===== config.mk =====
export PLATFORM = sky130hd
export DESIGN_NAME = chip8_ctrl
export DESIGN_NICKNAME = d
export VERILOG_FILES = /design/src/hw/rtl/chip8_pkg.sv /design/src/hw/rtl/chip8_ctrl.sv
export SDC_FILE = /design/constraint.sdc
export NUM_CORES = 1
export LEC_CHECK = 0
export BUFFER_PORTS_ARGS = -buffer_cell sky130_fd_sc_hd__buf_2
export CAP_MARGIN = 20
export CORE_ASPECT_RATIO = 1.4
export CORE_MARGIN = 2
export CORE_UTILIZATION = 29
export DETAILED_ROUTE_END_ITERATION = 10
export HOLD_SLACK_MARGIN = 0.06
export PLACE_DENSITY_LB_ADDON = 0.2
export SYNTH_ARGS = -nofsm -noshare
export SYNTH_HDL_FRONTEND = slang
export SYNTH_SLANG_ARGS = --single-unit
export TNS_END_PERCENT = 30

===== constraint.sdc =====
create_clock -name clk -period 2.01 [get_ports clk]
set_input_delay 0 -clock clk [delete_from_list [all_inputs] [get_ports clk]]
set_output_delay 0 -clock clk [all_outputs]
set_load 0.05 [all_outputs]

===== src/hw/rtl/chip8_pkg.sv =====
// Shared types, constants and a helper function of the CHIP-8 core.
package chip8_pkg;

  localparam int MEM_BYTES   = 4096;
  localparam int MEM_AW      = $clog2(MEM_BYTES);
  localparam int SCREEN_W    = 64;
  localparam int SCREEN_H    = 32;
  localparam int SCR_AW      = $clog2(SCREEN_H);
  localparam int COL_AW      = $clog2(SCREEN_W);
  localparam int STACK_DEPTH = 16;
  localparam int SP_W        = $clog2(STACK_DEPTH);
  localparam int FONT_BYTES  = 80;

  localparam logic [11:0] PC_RESET = 12'h200;

  typedef logic [MEM_AW-1:0] mem_addr_t;

  // item kinds
  localparam logic [2:0] KIND_EXEC     = 3'd0;
  localparam logic [2:0] KIND_TICK     = 3'd1;
  localparam logic [2:0] KIND_PRESS    = 3'd2;
  localparam logic [2:0] KIND_RELEASE  = 3'd3;
  localparam logic [2:0] KIND_WRITE    = 3'd4;
  localparam logic [2:0] KIND_RESTART  = 3'd5;
  localparam logic [2:0] KIND_READ_ROW = 3'd6;

  // result status codes
  localparam logic [1:0] ST_DONE    = 2'd0;
  localparam logic [1:0] ST_ZERO    = 2'd1;
  localparam logic [1:0] ST_WAIT    = 2'd2;
  localparam logic [1:0] ST_INVALID = 2'd3;

  // configuration register indexes
  localparam logic [1:0] REG_RESET_VF  = 2'd0;
  localparam logic [1:0] REG_SHIFT_VY  = 2'd1;
  localparam logic [1:0] REG_BUMP_IDX  = 2'd2;
  localparam logic [1:0] REG_WRAP      = 2'd3;

  typedef enum logic [4:0] {
    STEP_IDLE, STEP_CLEAR, STEP_START, STEP_FETCH_HI, STEP_FETCH_LO, STEP_DECODE,
    STEP_RDX, STEP_RDY, STEP_RDW, STEP_EXEC, STEP_DRAW_RD, STEP_DRAW_WR, STEP_BCD,
    STEP_STORE_RD, STEP_STORE_WR, STEP_LOAD_RD, STEP_LOAD_WR, STEP_FINISH
  } step_t;

  typedef enum logic [2:0] {CL_SIMPLE, CL_DRAW, CL_BCD, CL_STORE, CL_LOAD} op_class_t;

  typedef struct packed {
    logic reset_vf_on_logic;
    logic shift_uses_vy;
    logic load_store_bumps_index;
    logic screen_wrap;
  } cfg_t;

  typedef struct packed {
    step_t     step;
    logic      take;
    logic [3:0] cnt;
    mem_addr_t clr_addr;
  } cmd_t;

  typedef struct packed {
    logic [2:0] kind;
    logic       key_wait;
    logic       op_zero;
    op_class_t  op_class;
    logic [3:0] n;
    logic [3:0] x;
  } stat_t;

  typedef struct packed {
    logic [2:0]  kind;
    logic [11:0] mem_address;
    logic [7:0]  data_byte;
    logic [3:0]  key_number;
    logic [7:0]  random_byte;
    logic [4:0]  row_select;
  } item_t;

  typedef struct packed {
    logic [11:0] program_counter;
    logic [15:0] index_value;
    logic [1:0]  status;
    logic [7:0]  flag_register;
    logic        sound_on;
    logic [63:0] screen_row_bits;
  } rsp_t;

  localparam logic [7:0] FONT [FONT_BYTES] = '{
    8'hF0, 8'h90, 8'h90, 8'h90, 8'hF0, 8'h20, 8'h60, 8'h20, 8'h20, 8'h70,
    8'hF0, 8'h10, 8'hF0, 8'h80, 8'hF0, 8'hF0, 8'h10, 8'hF0, 8'h10, 8'hF0,
    8'h90, 8'h90, 8'hF0, 8'h10, 8'h10, 8'hF0, 8'h80, 8'hF0, 8'h10, 8'hF0,
    8'hF0, 8'h80, 8'hF0, 8'h90, 8'hF0, 8'hF0, 8'h10, 8'h20, 8'h40, 8'h40,
    8'hF0, 8'h90, 8'hF0, 8'h90, 8'hF0, 8'hF0, 8'h90, 8'hF0, 8'h10, 8'hF0,
    8'hF0, 8'h90, 8'hF0, 8'h90, 8'h90, 8'hE0, 8'h90, 8'hE0, 8'h90, 8'hE0,
    8'hF0, 8'h80, 8'h80, 8'h80, 8'hF0, 8'hE0, 8'h90, 8'h90, 8'h90, 8'hE0,
    8'hF0, 8'h80, 8'hF0, 8'h80, 8'hF0, 8'hF0, 8'h80, 8'hF0, 8'h80, 8'h80
  };

  // power-up contents of main memory: glyphs at the bottom, zero above
  function automatic logic [7:0] font_byte(mem_addr_t a);
    logic [7:0] b;
    b = 8'h00;
    if (a < mem_addr_t'(FONT_BYTES)) b = FONT[a[6:0]];
    return b;
  endfunction

endpackage


===== src/hw/rtl/chip8_ctrl.sv =====
// Sequencer of the CHIP-8 core: steps each item through the datapath.
module chip8_ctrl
  import chip8_pkg::*;
(
  input  logic  clk,
  input  logic  rst,
  input  logic  in_valid,
  output logic  in_ready,
  output logic  out_valid,
  input  logic  out_ready,
  input  stat_t stat,
  output cmd_t  cmd
);

  typedef enum logic [4:0] {
    S_CLEAR, S_IDLE, S_START, S_FETCH_HI, S_FETCH_LO, S_DECODE, S_RDX, S_RDY, S_RDW,
    S_EXEC, S_DRAW_RD, S_DRAW_WR, S_BCD, S_STORE_RD, S_STORE_WR, S_LOAD_RD, S_LOAD_WR,
    S_FINISH
  } state_t;

  state_t     state;
  logic [3:0] cnt;
  mem_addr_t  clr_addr;
  logic       fin_go;

  assign in_ready = (state == S_IDLE);
  assign fin_go   = (state == S_FINISH) && (!out_valid || out_ready);

  always_comb begin
    cmd.take     = in_valid && in_ready;
    cmd.cnt      = cnt;
    cmd.clr_addr = clr_addr;
    case (state)
      S_CLEAR:    cmd.step = STEP_CLEAR;
      S_START:    cmd.step = STEP_START;
      S_FETCH_HI: cmd.step = STEP_FETCH_HI;
      S_FETCH_LO: cmd.step = STEP_FETCH_LO;
      S_DECODE:   cmd.step = STEP_DECODE;
      S_RDX:      cmd.step = STEP_RDX;
      S_RDY:      cmd.step = STEP_RDY;
      S_RDW:      cmd.step = STEP_RDW;
      S_EXEC:     cmd.step = STEP_EXEC;
      S_DRAW_RD:  cmd.step = STEP_DRAW_RD;
      S_DRAW_WR:  cmd.step = STEP_DRAW_WR;
      S_BCD:      cmd.step = STEP_BCD;
      S_STORE_RD: cmd.step = STEP_STORE_RD;
      S_STORE_WR: cmd.step = STEP_STORE_WR;
      S_LOAD_RD:  cmd.step = STEP_LOAD_RD;
      S_LOAD_WR:  cmd.step = STEP_LOAD_WR;
      S_FINISH:   cmd.step = fin_go ? STEP_FINISH : STEP_IDLE;
      default:    cmd.step = STEP_IDLE;
    endcase
  end

  always_ff @(posedge clk) begin
    if (rst) begin
      state     <= S_CLEAR;
      cnt       <= '0;
      clr_addr  <= '0;
      out_valid <= 1'b0;
    end else begin
      if (out_valid && out_ready) out_valid <= 1'b0;
      case (state)
        S_CLEAR: begin
          clr_addr <= clr_addr + 1'b1;
          if (clr_addr == '1) state <= S_IDLE;
        end
        S_IDLE:     if (in_valid) state <= S_START;
        S_START: begin
          if (stat.kind == KIND_EXEC && !stat.key_wait) state <= S_FETCH_HI;
          else state <= S_FINISH;
        end
        S_FETCH_HI: state <= S_FETCH_LO;
        S_FETCH_LO: state <= S_DECODE;
        S_DECODE:   state <= S_RDX;
        S_RDX:      state <= stat.op_zero ? S_FINISH : S_RDY;
        S_RDY:      state <= S_RDW;
        S_RDW:      state <= S_EXEC;
        S_EXEC: begin
          cnt <= '0;
          case (stat.op_class)
            CL_DRAW:  state <= (stat.n == 4'd0) ? S_FINISH : S_DRAW_RD;
            CL_BCD:   state <= S_BCD;
            CL_STORE: state <= S_STORE_RD;
            CL_LOAD:  state <= S_LOAD_RD;
            default:  state <= S_FINISH;
          endcase
        end
        S_DRAW_RD:  state <= S_DRAW_WR;
        S_DRAW_WR: begin
          cnt   <= cnt + 4'd1;
          state <= (cnt == stat.n - 4'd1) ? S_FINISH : S_DRAW_RD;
        end
        S_BCD: begin
          cnt <= cnt + 4'd1;
          if (cnt == 4'd2) state <= S_FINISH;
        end
        S_STORE_RD: state <= S_STORE_WR;
        S_STORE_WR: begin
          cnt   <= cnt + 4'd1;
          state <= (cnt == stat.x) ? S_FINISH : S_STORE_RD;
        end
        S_LOAD_RD:  state <= S_LOAD_WR;
        S_LOAD_WR: begin
          cnt   <= cnt + 4'd1;
          state <= (cnt == stat.x) ? S_FINISH : S_LOAD_RD;
        end
        S_FINISH: begin
          if (fin_go) begin
            out_valid <= 1'b1;
            state     <= S_IDLE;
          end
        end
        default: state <= S_IDLE;
      endcase
    end
  end

endmodule


After elaboration in Yosys (flattened, before gate mapping)
Cells that the tools add are included.
{ "totals": {"in_bits": 20, "wordCells": 67, "regBits": 22} }
{ "op_classes": {"n_addsub": 3, "n_reduce_logical": 13, "n_mux": 18, "eq_ne": 29} }
{ "ops": {"columns": ["cell", "n"], "rows": [
  ["one-hot mux 5 bit (18 select lines)", 1],
  ["one-hot mux 5 bit (17 select lines)", 1],
  ["2-to-1 mux 5 bit", 11],
  ["== test 5 x 4 -> 1 bit, second input constant", 8],
  ["== test 5 x 3 -> 1 bit, second input constant", 4],
  ["one-hot mux 5 bit (4 select lines)", 1],
  ["adder 12 x 1 -> 12 bit, second input constant", 1],
  ["== test 12 bit, second input constant", 1],
  ["== test 5 x 2 -> 1 bit, second input constant", 2],
  ["== test 5 bit, second input constant", 2],
  ["== test 4 bit", 2],
  ["inequality test 2 bit, second input constant", 4],
  ["one-hot mux 4 bit (2 select lines)", 1],
  ["== test 3 x 2 -> 1 bit, second input constant", 2],
  ["== test 5 x 1 -> 1 bit, second input constant", 1],
  ["zero test 5 bit", 1],
  ["adder 4 x 1 -> 4 bit, second input constant", 1],
  ["== test 4 x 2 -> 1 bit, second input constant", 1],
  ["logical AND 1 bit", 4],
  ["zero test 4 bit", 1],
  ["AND reduction 4 bit", 1],
  ["OR reduction 4 bit", 1],
  ["subtractor 4 x 1 -> 4 bit, second input constant", 1],
  ["== test 3 x 1 -> 1 bit, second input constant", 1],
  ["other kinds (6)", 9]
]} }

Logic depth before layout (Yosys ltp)
{ "depth": {"depth_word": 5, "depth_mapped": 7} }

Worst setup path before layout
No wires, ideal clock.
{ "synth_path": {"kind": "reg2out", "from": "reg state[4]", "to": "out cmd[21] (netlist name)", "arrival_ns": 2.327, "slack_ns": -0.317, "path_stages_with_launch": 6, "cell_sequence": "dfxtp_1 > buf_4 > clkbuf_1 > clkbuf_1 > nand3_1 > o21ai_0"} }
{ "synth_rtl": {"columns": ["item", "line", "source"], "rows": [
  ["from (decl)", "chip8_ctrl.sv:21", "state_t state;"],
  ["from (signal assigned)", "chip8_ctrl.sv:76", "S_RDX: state <= stat.op_zero ? S_FINISH : S_RDY;"],
  ["from (signal assigned)", "chip8_ctrl.sv:82", "CL_DRAW: state <= (stat.n == 4'd0) ? S_FINISH : S_DRAW_RD;"],
  ["from (signal assigned)", "chip8_ctrl.sv:92", "state <= (cnt == stat.n - 4'd1) ? S_FINISH : S_DRAW_RD;"],
  ["to (decl)", "chip8_ctrl.sv:12", "output cmd_t cmd"]
]} }

==> impl_metrics.tcl <==
set metrics [dict create \
    clock.fmax_mhz 557.4 \
    setup_viol 0 \
    synth_cell_types 55 \
    vias_per_cell 5.071 \
    synth_nets 232 \
    critPathRequiredTime_ns 2.01 \
    powerDensity_nw_per_um2 466.1 \
    synth_top_area_share_pct 26.79 \
    cts_num_sinks 22 \
    crit_path_start_kind "register" \
    synth_ff_type "dfxtp_1" \
    antenna_found_initial 0 \
    drive_gt1_share_pct 29.07 \
    slew_viol_final 0 \
    swShare_pct 22.84 \
    vias 1653 \
    use_met2_pct 25.90 \
    grt_setup_unrepaired "false" \
    nets 283 \
    clock_power_share_pct 43.5 \
    grtUsageMet1_pct 17.67 \
    fp.dieH_um 93.09 \
    port_buffers 43 \
    synth_edf_count 0 \
    grt_pass1_vias 1546 \
    clk_latency_ns 0.27 \
    pwr-share-seq_pct 46.0 \
    hold_violations 0 \
    rr_worst_depth 5 \
    die_area_um2 6296 \
    finalCriticalPeriod_ns 1.794 \
    start_util_pct 29.97 \
    final_antenna_net_count 0 \
    grt_pass1_wl_mm 7.113 \
    p_total_w 0.0009699 \
    cts_tree "built" \
    detailedRoute.firstIterationViolations 68 \
    coreArea_um2 5485 \
    status "completed" \
    drtPass1Iterations 4 \
    path_clk_slew_ns 0.09 \
    rows 32 \
    route.detailed.drc 0 \
    grt.total_usage_pct 14.48 \
    diodes 0 \
    fin_worst_skew_ns 0.006366 \
    ys_ff_latch 22 \
    yosys_warnings 0 \
    r2r_slack_ns 0.23 \
    fin_crit_sh_pct 89.26 \
    grt_max_degree 22 \
    finalWeightedCongestion 0.7276 \
    final_cell_area_um2 2081 \
    hold_buffers 0 \
    synth_most_common_cell "dfxtp_1" \
    max-slew-margin-rel_pct 70.22 \
    netlist_area_um2 1644 \
    area_growth_pct 26.56 \
    netlist_instances 208 \
    netlist_top_cells_count "dfxtp_1, nor2_1, nand2_1" \
    grt_use_met3_pct 1.564 \
    combPwrFrac_pct 10.5 \
    arrival_ns 1.79 \
    switching_power_w 0.0002216 \
    cts_resized 0 \
    numCtsBuffers 3 \
    placed_area_um2 2007 \
    hold_depth 3 \
    ir_drop_mv 0.2302 \
    setup-tns-final_ns 0 \
    endpoint_kind "output port" \
    p_leak_nw 0.8801 \
    synth.area.top_cells "dfxtp_1, xor2_1, nor2_1" \
    yosys.area.top_type "dfxtp_1" \
    async_reset_ff_share_pct 0 \
    grt-busiest-layer "met2" \
    cts_root_buffer "clkbuf_8" \
    cts_buffer_depth 2 \
    cp_max_fo 13 \
    htree_levels 1 \
    fillers 589 \
    hold_class "in2reg" \
    io_pins 44 \
    wl_per_cell_um 13.41 \
    die_w_um 67.64 \
    detailed_place_hpwl_mm 3.313 \
    yosysSeqAreaShare_pct 26.79 \
    post_cts_buffers 0 \
    crit_type "reg2out" \
    syn_area_per_cell_um2 7.904 \
    worst_slew_pin_slew_ns 0.4467 \
    wirelength_mm 4.373 \
    drv_cap 0 \
    overflow 0 \
    p_int_w 0.0007483 \
]
power groups by stage:
stage                     combinational, W  sequential (W)  clock (W)
after detailed placement          0.000103        0.000457          0
after global placement            0.000102        0.000457          0
after floorplan                  0.0000413        0.000475          0
after global routing              0.000113        0.000447   0.000446
after CTS                         0.000103        0.000446   0.000432
final                             0.000102        0.000446   0.000422
layer usage:
layer / up-vias / part of all wire, % / routed length [um]
li1: 847 / - / -
met1: 767 / 43 / 1902
met2: 35 / 53 / 2296
met3: 4 / 2.9 / 127
met4: 0 / 1.1 / 46
met5: - / 0 / 0
cells by family (layout without fill, tap and decap cells):
| family | count (synthesis) | after routing | synth area share (%) |
|---|---|---|---|
| XOR/XNOR | 20 | 20 | 10.65 |
| multiplexers | 3 | 3 | 2.055 |
| adder cells (fa/ha/maj) | 4 | 4 | 3.044 |
| flip-flops | 22 | 22 | 26.79 |
| buffers and inverters | 20 | 70 | 5.555 |
| AND/OR/NAND/NOR | 98 | 98 | 35.85 |
| AO/OA/AOI/OAI | 41 | 41 | 16.06 |
worst paths after layout:
kind / start / endpoint
worst max register to register: state[2] / clr_addr[11]
worst min-delay path: out_ready / out_valid
worst max-delay path: state[0] / cmd[21]
worst min register to register: clr_addr[8] / clr_addr[8]
metrics by stage:
step | hold slack (ns) | cells | util, % | worst slack [ns]
finish | 0.1032 | 326 | 37.93 | 0.2159
global route | 0.1258 | 326 | 37.93 | 0.02644
CTS | 0.1089 | 326 | 37.89 | 0.1645
detailed placement | 0.4039 | 322 | 36.59 | 0.2270
global placement | 0.3840 | 322 | 36.59 | 0.2762
floorplan | 0.1836 | 208 | - | -0.1395
worst max-delay path, stage by stage, from the launching register on:
cell	delay, ns
dfxtp_1	0.40
buf_4	0.22
nor2b_1	0.21
buf_4	0.16
nand3_1	0.11
o21ai_1	0.14
buf_2	0.27
flip-flops by register name, indices dropped and copies added, names as in the netlist:
register   flops
clr_addr      12
state          5
cnt            4
out_valid      1
placed cells by master (no fill, tap or decap), types with 2 or more instances in the layout:
cell type,count
nor3b_1,2
nor2_1,19
a221oi_1,2
and4_1,2
nor3_1,7
nor2b_1,6
nand3_1,6
or4_1,2
a21oi_1,9
xnor2_1,5
or3_1,3
buf_2,42
ha_1,4
nor4_1,4
nand2b_1,5
dfxtp_1,22
nand4_1,5
mux2_2,2
inv_1,5
nand2_1,18
o21ai_0,10
a31oi_1,4
clkbuf_8,3
nand4b_1,4
o31ai_1,2
a21boi_0,2
xor2_1,15
and2_1,3
buf_4,18
a21o_1,2
layout make-up:
| class | count | area, um^2 | share of cell area (%) |
|---|---|---|---|
| Clock inverter | 1 | 30.03 | 1.443 |
| Clock buffer | 3 | 41.29 | 1.984 |
| Timing Repair Buffer | 61 | 352.8 | 16.96 |
| Inverter | 5 | 18.77 | 0.9020 |
| Tap cell | 68 | 85.08 | 4.089 |
| Multi-Input combinational cell | 166 | 1112 | 53.46 |
| Sequential cell | 22 | 440.4 | 21.17 |
No activity file was read; power rests on OpenSTA's default activity.
